[config.mk]
export PLATFORM = sky130hd
export DESIGN_NAME = ipv4_tcp_udp_checksum_engine_unit
export DESIGN_NICKNAME = d
export VERILOG_FILES = /design/src/rtl/core/ipcsum_pkg.sv /design/src/rtl/core/ipcsum_front.sv /design/src/rtl/core/ipcsum_queue.sv /design/src/rtl/core/ipcsum_back.sv /design/src/rtl/core/ipv4_tcp_udp_checksum_engine_unit.sv
export SDC_FILE = /design/constraint.sdc
export NUM_CORES = 1
export LEC_CHECK = 0
export ABC_AREA = 0
export BUFFER_PORTS_ARGS = -buffer_cell sky130_fd_sc_hd__buf_2
export CAP_MARGIN = 20
export CORE_MARGIN = 4
export CORE_UTILIZATION = 25
export CTS_BUF_LIST = sky130_fd_sc_hd__clkbuf_8 sky130_fd_sc_hd__clkbuf_16
export CTS_CLUSTER_DIAMETER = 200
export DETAILED_ROUTE_END_ITERATION = 16
export PLACE_DENSITY = 0.39
export SLEW_MARGIN = 20
export SYNTH_ARGS = -nofsm -noshare
export SYNTH_HDL_FRONTEND = slang
export SYNTH_HIERARCHICAL = 1
export SYNTH_SLANG_ARGS = --single-unit
[constraint.sdc]
create_clock -name clock -period 13.2 [get_ports clock]
set_input_delay 1.32 -clock clock [delete_from_list [all_inputs] [get_ports clock]]
set_output_delay 1.32 -clock clock [all_outputs]
set_load 0.02 [all_outputs]
[src/rtl/core/ipcsum_pkg.sv]
// Package for the IPv4 / TCP / UDP checksum engine.
// Holds payload and queue types, command and protocol codes, and the
// ones-complement add used by the execution stage. No dependencies.
package ipcsum_pkg;

   localparam int HEADER_WORDS_DEFAULT = 10;
   localparam int QUEUE_DEPTH          = 2;
   localparam int QUEUE_PTR_W          = $clog2(QUEUE_DEPTH);
   localparam int QUEUE_CNT_W          = $clog2(QUEUE_DEPTH + 1);

   localparam logic [1:0] CMD_START  = 2'd0;
   localparam logic [1:0] CMD_HEADER = 2'd1;
   localparam logic [1:0] CMD_XPORT  = 2'd2;

   localparam logic [1:0] BC_NONE = 2'd0;
   localparam logic [1:0] BC_ODD  = 2'd1;
   localparam logic [1:0] BC_FULL = 2'd2;

   localparam logic [7:0] PROTO_TCP = 8'd6;
   localparam logic [7:0] PROTO_UDP = 8'd17;

   localparam int HDR_PROTO_WORD = 4;
   localparam int HDR_CSUM_SLOT  = 5;
   localparam int HDR_ADDR_FIRST = 6;
   localparam int HDR_ADDR_LAST  = 9;

   localparam int         XPORT_IDX_W   = 4;
   localparam logic [3:0] XPORT_IDX_MAX = 4'd9;
   localparam logic [3:0] TCP_CSUM_SLOT = 4'd8;
   localparam logic [3:0] UDP_CSUM_SLOT = 4'd3;

   localparam logic KIND_HEADER = 1'b0;
   localparam logic KIND_XPORT  = 1'b1;

   typedef struct packed {
      logic [1:0]  command;
      logic [15:0] data_word;
      logic [1:0]  byte_count;
      logic        last;
   } req_type;

   typedef struct packed {
      logic        result_kind;
      logic [15:0] checksum_value;
   } rsp_type;

   typedef enum logic [1:0] {
      OP_START  = 2'd0,
      OP_HEADER = 2'd1,
      OP_XPORT  = 2'd2
   } op_type;

   typedef struct packed {
      op_type      op;
      logic [15:0] value;
      logic [1:0]  bytes;
      logic        last;
   } work_type;

   typedef struct packed {
      logic [QUEUE_CNT_W-1:0] count;
      logic                   empty;
      logic                   full;
   } qstat_type;

   function automatic logic [15:0] oc_add(input logic [15:0] a, input logic [15:0] b);
      logic [16:0] s;
      s = {1'b0, a} + {1'b0, b};
      return s[15:0] + {15'd0, s[16]};
   endfunction

endpackage

[src/rtl/core/ipcsum_front.sv]
// Front end: accepts request transfers and classifies them into work items.
// Depends on ipcsum_pkg.
module ipcsum_front (
   input  logic                 req_valid,
   output logic                 req_ready,
   input  ipcsum_pkg::req_type  req_payload,
   input  ipcsum_pkg::qstat_type q_stat,
   output logic                 push,
   output ipcsum_pkg::work_type push_item
);
   import ipcsum_pkg::*;

   logic known;

   assign req_ready = !q_stat.full;

   always_comb begin
      known          = 1'b1;
      push_item.op   = OP_START;
      push_item.last = req_payload.last;
      unique case (req_payload.command)
         CMD_START:  push_item.op = OP_START;
         CMD_HEADER: push_item.op = OP_HEADER;
         CMD_XPORT:  push_item.op = OP_XPORT;
         default:    known = 1'b0;
      endcase
      if (req_payload.command == CMD_XPORT) begin
         unique case (req_payload.byte_count)
            BC_NONE: begin
               push_item.value = 16'd0;
               push_item.bytes = 2'd0;
            end
            BC_ODD: begin
               push_item.value = {req_payload.data_word[15:8], 8'd0};
               push_item.bytes = 2'd1;
            end
            default: begin
               push_item.value = req_payload.data_word;
               push_item.bytes = 2'd2;
            end
         endcase
      end else begin
         push_item.value = req_payload.data_word;
         push_item.bytes = 2'd0;
      end
   end

   // drop unknown commands
   assign push = req_valid && req_ready && known;

endmodule

[src/rtl/core/ipcsum_queue.sv]
// Two-entry work queue between the front end and the execution stage.
// Depends on ipcsum_pkg.
module ipcsum_queue (
   input  logic                  clock,
   input  logic                  reset,
   input  logic                  push,
   input  ipcsum_pkg::work_type  push_item,
   input  logic                  pop,
   output ipcsum_pkg::work_type  head_item,
   output ipcsum_pkg::qstat_type q_stat
);
   import ipcsum_pkg::*;

   work_type               slot_ff [QUEUE_DEPTH];
   logic [QUEUE_PTR_W-1:0] wr_ptr_ff, wr_ptr_in;
   logic [QUEUE_PTR_W-1:0] rd_ptr_ff, rd_ptr_in;
   logic [QUEUE_CNT_W-1:0] count_ff, count_in;

   always_comb begin
      wr_ptr_in = wr_ptr_ff;
      rd_ptr_in = rd_ptr_ff;
      count_in  = count_ff;
      if (push) begin
         wr_ptr_in = (wr_ptr_ff == QUEUE_PTR_W'(QUEUE_DEPTH - 1)) ? '0 : wr_ptr_ff + 1'b1;
      end
      if (pop) begin
         rd_ptr_in = (rd_ptr_ff == QUEUE_PTR_W'(QUEUE_DEPTH - 1)) ? '0 : rd_ptr_ff + 1'b1;
      end
      if (push && !pop) begin
         count_in = count_ff + 1'b1;
      end else if (pop && !push) begin
         count_in = count_ff - 1'b1;
      end
   end

   always_ff @(posedge clock) begin
      if (reset) begin
         wr_ptr_ff <= '0;
         rd_ptr_ff <= '0;
         count_ff  <= '0;
      end else begin
         wr_ptr_ff <= wr_ptr_in;
         rd_ptr_ff <= rd_ptr_in;
         count_ff  <= count_in;
      end
   end

   always_ff @(posedge clock) begin
      if (push) begin
         slot_ff[wr_ptr_ff] <= push_item;
      end
   end

   assign head_item    = slot_ff[rd_ptr_ff];
   assign q_stat.count = count_ff;
   assign q_stat.empty = (count_ff == '0);
   assign q_stat.full  = (count_ff == QUEUE_CNT_W'(QUEUE_DEPTH));

endmodule

[src/rtl/core/ipcsum_back.sv]
// Execution stage: header and transport ones-complement sums, pseudo-header,
// byte counting and the result register. Depends on ipcsum_pkg.
module ipcsum_back #(
   parameter int HEADER_WORDS = ipcsum_pkg::HEADER_WORDS_DEFAULT
) (
   input  logic                  clock,
   input  logic                  reset,
   input  ipcsum_pkg::work_type  head_item,
   input  ipcsum_pkg::qstat_type q_stat,
   output logic                  pop,
   output logic                  rsp_valid,
   input  logic                  rsp_ready,
   output ipcsum_pkg::rsp_type   rsp_payload
);
   import ipcsum_pkg::*;

   localparam int HdrIdxW = $clog2(HEADER_WORDS + 1);

   logic [15:0]            hsum_ff, hsum_in;
   logic [15:0]            tsum_ff, tsum_in;
   logic [HdrIdxW-1:0]     hidx_ff, hidx_in;
   logic [XPORT_IDX_W-1:0] xidx_ff, xidx_in;
   logic [15:0]            total_ff, total_in;
   logic [7:0]             proto_ff, proto_in;
   logic                   rsp_valid_ff, rsp_valid_in;
   rsp_type                rsp_payload_ff, rsp_payload_in;

   logic        load;
   rsp_type     load_payload;
   logic        is_tcp, is_udp;
   logic [15:0] xval;
   logic [16:0] total_sum;
   logic [15:0] pseudo_sum;
   logic [15:0] final_sum;

   assign pop    = !q_stat.empty && (!rsp_valid_ff || rsp_ready);
   assign is_tcp = (proto_ff == PROTO_TCP);
   assign is_udp = (proto_ff == PROTO_UDP);

   always_comb begin
      hsum_in      = hsum_ff;
      tsum_in      = tsum_ff;
      hidx_in      = hidx_ff;
      xidx_in      = xidx_ff;
      total_in     = total_ff;
      proto_in     = proto_ff;
      load         = 1'b0;
      load_payload = rsp_payload_ff;
      xval         = head_item.value;
      if ((is_tcp && xidx_ff == TCP_CSUM_SLOT) || (is_udp && xidx_ff == UDP_CSUM_SLOT)) begin
         xval = 16'd0;
      end
      total_sum  = {1'b0, total_ff} + {15'd0, head_item.bytes};
      pseudo_sum = 16'd0;
      final_sum  = 16'd0;
      if (pop) begin
         unique case (head_item.op)
            OP_START: begin
               hsum_in  = '0;
               tsum_in  = '0;
               hidx_in  = '0;
               xidx_in  = '0;
               total_in = '0;
               proto_in = '0;
            end
            OP_HEADER: begin
               if (hidx_ff < HdrIdxW'(HEADER_WORDS)) begin
                  if (hidx_ff != HdrIdxW'(HDR_CSUM_SLOT)) begin
                     hsum_in = oc_add(hsum_ff, head_item.value);
                  end
                  if (hidx_ff == HdrIdxW'(HDR_PROTO_WORD)) begin
                     proto_in = head_item.value[7:0];
                  end
                  if (hidx_ff >= HdrIdxW'(HDR_ADDR_FIRST) &&
                      hidx_ff <= HdrIdxW'(HDR_ADDR_LAST)) begin
                     tsum_in = oc_add(tsum_ff, head_item.value);
                  end
                  hidx_in = hidx_ff + 1'b1;
                  if (hidx_in == HdrIdxW'(HEADER_WORDS)) begin
                     load                        = 1'b1;
                     load_payload.result_kind    = KIND_HEADER;
                     load_payload.checksum_value = ~hsum_in;
                  end
               end
            end
            OP_XPORT: begin
               tsum_in = oc_add(tsum_ff, xval);
               if (xidx_ff != XPORT_IDX_MAX) begin
                  xidx_in = xidx_ff + 1'b1;
               end
               total_in   = total_sum[16] ? 16'hFFFF : total_sum[15:0];
               pseudo_sum = oc_add(tsum_in, {8'd0, proto_ff});
               final_sum  = ~oc_add(pseudo_sum, total_in);
               if (head_item.last && (is_tcp || is_udp)) begin
                  load                        = 1'b1;
                  load_payload.result_kind    = KIND_XPORT;
                  load_payload.checksum_value =
                     (is_udp && final_sum == 16'd0) ? 16'hFFFF : final_sum;
               end
            end
            default: ;
         endcase
      end
      rsp_payload_in = rsp_payload_ff;
      rsp_valid_in   = rsp_valid_ff;
      if (load) begin
         rsp_valid_in   = 1'b1;
         rsp_payload_in = load_payload;
      end else if (rsp_ready) begin
         rsp_valid_in = 1'b0;
      end
   end

   always_ff @(posedge clock) begin
      if (reset) begin
         hsum_ff      <= '0;
         tsum_ff      <= '0;
         hidx_ff      <= '0;
         xidx_ff      <= '0;
         total_ff     <= '0;
         proto_ff     <= '0;
         rsp_valid_ff <= 1'b0;
      end else begin
         hsum_ff      <= hsum_in;
         tsum_ff      <= tsum_in;
         hidx_ff      <= hidx_in;
         xidx_ff      <= xidx_in;
         total_ff     <= total_in;
         proto_ff     <= proto_in;
         rsp_valid_ff <= rsp_valid_in;
      end
   end

   always_ff @(posedge clock) begin
      rsp_payload_ff <= rsp_payload_in;
   end

   assign rsp_valid   = rsp_valid_ff;
   assign rsp_payload = rsp_payload_ff;

endmodule

[src/rtl/core/ipv4_tcp_udp_checksum_engine_unit.sv]
// IPv4 header and TCP/UDP checksum engine. One request word is taken per cycle
// while the work queue is not full. A taken word is written to the front-end
// queue at the accepting edge; the execution stage then pops it and loads the
// result register, where a checksum, when one is due, is held valid.
// Words flow back to back as long as results are taken. A stalled result holds
// the queue, the two-entry queue fills, and the request side then stalls.
// Depends on ipcsum_pkg, ipcsum_front, ipcsum_queue and ipcsum_back.
module ipv4_tcp_udp_checksum_engine_unit #(
   parameter int HEADER_WORDS = ipcsum_pkg::HEADER_WORDS_DEFAULT
) (
   input  logic                clock,
   input  logic                reset,
   input  logic                req_valid,
   output logic                req_ready,
   input  ipcsum_pkg::req_type req_payload,
   output logic                rsp_valid,
   input  logic                rsp_ready,
   output ipcsum_pkg::rsp_type rsp_payload
);
   import ipcsum_pkg::*;

   qstat_type q_stat;
   work_type  push_item;
   work_type  head_item;
   logic      push;
   logic      pop;

   ipcsum_front u_front (
      .req_valid   (req_valid),
      .req_ready   (req_ready),
      .req_payload (req_payload),
      .q_stat      (q_stat),
      .push        (push),
      .push_item   (push_item)
   );

   ipcsum_queue u_queue (
      .clock     (clock),
      .reset     (reset),
      .push      (push),
      .push_item (push_item),
      .pop       (pop),
      .head_item (head_item),
      .q_stat    (q_stat)
   );

   ipcsum_back #(
      .HEADER_WORDS (HEADER_WORDS)
   ) u_back (
      .clock       (clock),
      .reset       (reset),
      .head_item   (head_item),
      .q_stat      (q_stat),
      .pop         (pop),
      .rsp_valid   (rsp_valid),
      .rsp_ready   (rsp_ready),
      .rsp_payload (rsp_payload)
   );

   a_pop_nonempty: assert property (@(posedge clock) disable iff (reset)
      pop |-> !q_stat.empty)
      else $error("pop from empty work queue");

   a_count_track: assert property (@(posedge clock) disable iff (reset)
      !$past(reset) |-> q_stat.count ==
         $past(q_stat.count) + QUEUE_CNT_W'($past(push)) - QUEUE_CNT_W'($past(pop)))
      else $error("work queue count out of step with transfers");

   a_start_silent: assert property (@(posedge clock) disable iff (reset)
      (pop && head_item.op == OP_START) |=> !$rose(rsp_valid))
      else $error("start item produced a result");

endmodule
==> flow_summary.ini <==
[critical_path]
setup.worst_path.start_class = flop
critPathArrivalTime_ps = 12520
max_stage_delay_ps = 550
max_fanout_on_critical_path = 16
timing.setup.critical_path_class = flop to flop
cp-end-kind = flop
path_delay_family = compound AO/OA/AOI/OAI gates
critical_path_buf_inv_count = 4
crit_top_cell = ha_1
cp.required_ps = 13520
cpMaxStageDelayCell = or4_1
worst_setup_path_startpoint = u_back/proto_ff[4]
worst_r2r_startpoint = u_back/proto_ff[4]

[layout]
flow.area_growth_from_synthesis_pct = 13.9
filler_cell_count = 4808
layout.cells.most_common_list = 124 x nor2_1, 110 x nand2_1, 97 x ha_1
drive_gt1_share_pct = 12.4
diodes = 0
layout_commonest_cell = nor2_1
final_area_mm2 = 0.0128
final_nets = 1457

[die]
fp-row-count = 77
floorplan.die.width_um = 220
die_area_mm2 = 0.0483
initial_utilization_pct = 25.3
placeableCoreArea_mm2 = 0.0443
ios = 44
die_h_um = 220

[clocking]
numCtsBuffers = 17
root_buffer_cell = clkbuf_16
clkLatencyLatePin_ps = 450
cts_tree = built
cts_buffer_depth = 2
path_clk_slew_ps = 70
clock-sinks = 129
htree_levels = 4

[global_route]
grt_start_max_net_pins = 70
antenna_violations_before_repair = 0
first_pass_grt_wire_length_um = 55000
track_usage_pct = 15.0
first_global_vias = 9270
grt-ovfl-total = 0

[synthesis]
synth_top_cell_area_share_pct = 15.8
synth-seq-cells = 129
postSynth.asyncResetShare_pct = 0
synth_area_per_cell_um2 = 8.68
synth.largest_area_cell = edfxtp_1
yosys_warnings = 6
ys_dominant_reg_cell = dfxtp_1
syn_area_mm2 = 0.0112
seq_area_frac_synth_pct = 28.3
post_synth_num_cell_types = 100
synth_edf_count = 59
number_of_cells_produced_by_synthesis = 1293
syn-num-nets = 1421
synth_area_leaders = edfxtp_1 16%, dfxtp_1 12%, ha_1 11%, xnor2_1 6.6%, xor2_1 4.4%

[placed_design]
place_ws_ps = 251
placed_cell_area_mm2 = 0.0121
place_hpwl_um = 27900
place.port_buffers = 43
routabilityCongestion = 0.847

[sta]
setup_viol = 0
highest_clock_rate_mhz = 82.0
worst_pin_slew_ps = 1080
final_hold_vios = 0
slew_headroom_pct = 28.2
fin_ws_ps = 1000
whs_ps = 494
unrepaired_setup_endpoints_after_global_routing = no
post-route-period-util_pct = 92.4
final.min_clock_period_ps = 12200
timing.final.max_slew_violations = 0
timing.clock.skew_ps = 10.9
setup_tns_ps = 0

[run]
drv.max_cap_violation_count = 0

[route]
drt-pass1-iter-count = 5
vias_per_cell = 4.94
drt_drc_violations_left = 0
drt-wirelength-per-cell_um = 18.4
antenna_left = 0
wirelength_um = 35700
drtIter0Drc = 436
routed-via-count = 9547

[pwr]
power.total_uw = 2390
ir_drop_uv = 103
power_density_mw_per_mm2 = 187
leakagePower_uw = 0.00514

[run_status]
outcome = completed

[hold_path]
hold_path.startpoint = u_back/xidx_ff[1]
hold_path.class = flop to flop
## cells in the mapped netlist, types with 4 or more instances
| master | number |
|---|---|
| and2_1 | 27 |
| nor4bb_1 | 4 |
| nand3b_1 | 4 |
| nand2_1 | 110 |
| o21ai_0 | 56 |
| mux2i_1 | 6 |
| o2111ai_1 | 5 |
| a2bb2oi_1 | 8 |
| a21o_1 | 29 |
| fa_1 | 6 |
| nor2b_1 | 23 |
| or2_2 | 6 |
| inv_1 | 39 |
| nor2_1 | 124 |
| nand4_1 | 11 |
| mux2_2 | 25 |
| xor2_1 | 56 |
| a31oi_1 | 7 |
| dfxtp_1 | 70 |
| a22oi_1 | 42 |
| and3_1 | 22 |
| o211ai_1 | 15 |
| nand4b_1 | 5 |
| a21oi_1 | 84 |
| o21a_1 | 6 |
| nor4_1 | 10 |
| o21ai_1 | 7 |
| nand3_1 | 44 |
| a211oi_1 | 11 |
| ha_1 | 97 |
| edfxtp_1 | 59 |
| clkbuf_1 | 34 |
| o21bai_1 | 13 |
| or3_1 | 10 |
| xnor2_1 | 85 |
| nand2b_1 | 15 |
| nor3_1 | 19 |
| a2111oi_0 | 7 |
| nor3b_1 | 6 |
## logic make-up (layout without fill, tap and decap cells)
logic type               count (synthesis)  in the layout  synth area share (%)
AND/OR/NAND/NOR                        470            470                  22.0
AO/OA/AOI/OAI                          333            333                  20.3
XOR/XNOR                               145            145                  11.6
flip-flops                             129            129                  28.3
adder cells (fa/ha/maj)                103            103                  11.9
buffers and inverters                   81            130                  2.86
multiplexers                            31             31                  3.05
other                                    1              1                0.0334
## power by group
| group | internal (µW) | switching (µW) | total [µW] |
|---|---|---|---|
| clock network | 289 | 208 | 497 |
| registers | 479 | 34.8 | 513 |
| logic | 504 | 879 | 1380 |
## path summary, 6_finish.rpt
check	slack [ps]	to	cells past startpoint
min	490	u_back/xidx_ff[1]	2
max	1000	u_back/rsp_payload[11]	59
min reg2reg	490	u_back/xidx_ff[1]	2
max reg2reg	1000	u_back/rsp_payload[11]	59
## what timing repair did
item / CTS / global route
setup buffers: 0 / 4
gates resized for setup: 0 / 7
hold buffers: 0 / 0
endpoints found under the setup margin: 0 / 16
hold endpoints to repair: 0 / 0
## layer usage
layer | track usage, % | vias up | part of all wire (%) | routed length, µm
met5 | 0 | - | 0 | 0
met2 | 23.3 | 133 | 44 | 15800
li1 | - | 4802 | - | -
met4 | 3.62 | 0 | 1.1 | 405
met3 | 2.52 | 21 | 2.9 | 1030
met1 | 21.6 | 4591 | 52 | 18400
## tightest hold or removal path: stages (launching register included)
cell	delay (ps)
dfxtp_1	330
nand2b_1	70
a21oi_1	50
## registers in the layout (all words and copies together), names as in the netlist, named ones only
register,count
u_queue/slot_ff,42
u_back/rsp_payload,17
u_back/hsum_ff,16
u_back/total_ff,16
u_back/tsum_ff,16
u_back/proto_ff,8
u_back/hidx_ff,4
u_back/xidx_ff,4
u_queue/count_ff,2
u_back/rsp_valid,1
u_queue/rd_ptr_ff,1
u_queue/wr_ptr_ff,1
## final cells by class
cell class              instances  area (µm²)  area share (%)
multi-input cells            1083        7780            60.9
repair buffers                 59         335            2.62
clock inverters                14         164            1.28
well taps                     592         741            5.80
flip-flops and latches        129        3170            24.8
inverters                      39         146            1.15
clock buffers                  18         439            3.44
## through the flow
step / cells / utilization [%]
5_1_grt: 1934 / 28.8
3_3_place_gp: 1898 / 27.3
4_1_cts: 1930 / 28.7
2_1_floorplan: 1293 / -
6_report: 1934 / 28.8
3_5_place_dp: 1898 / 27.3
(Power assumes the default switching activity.)
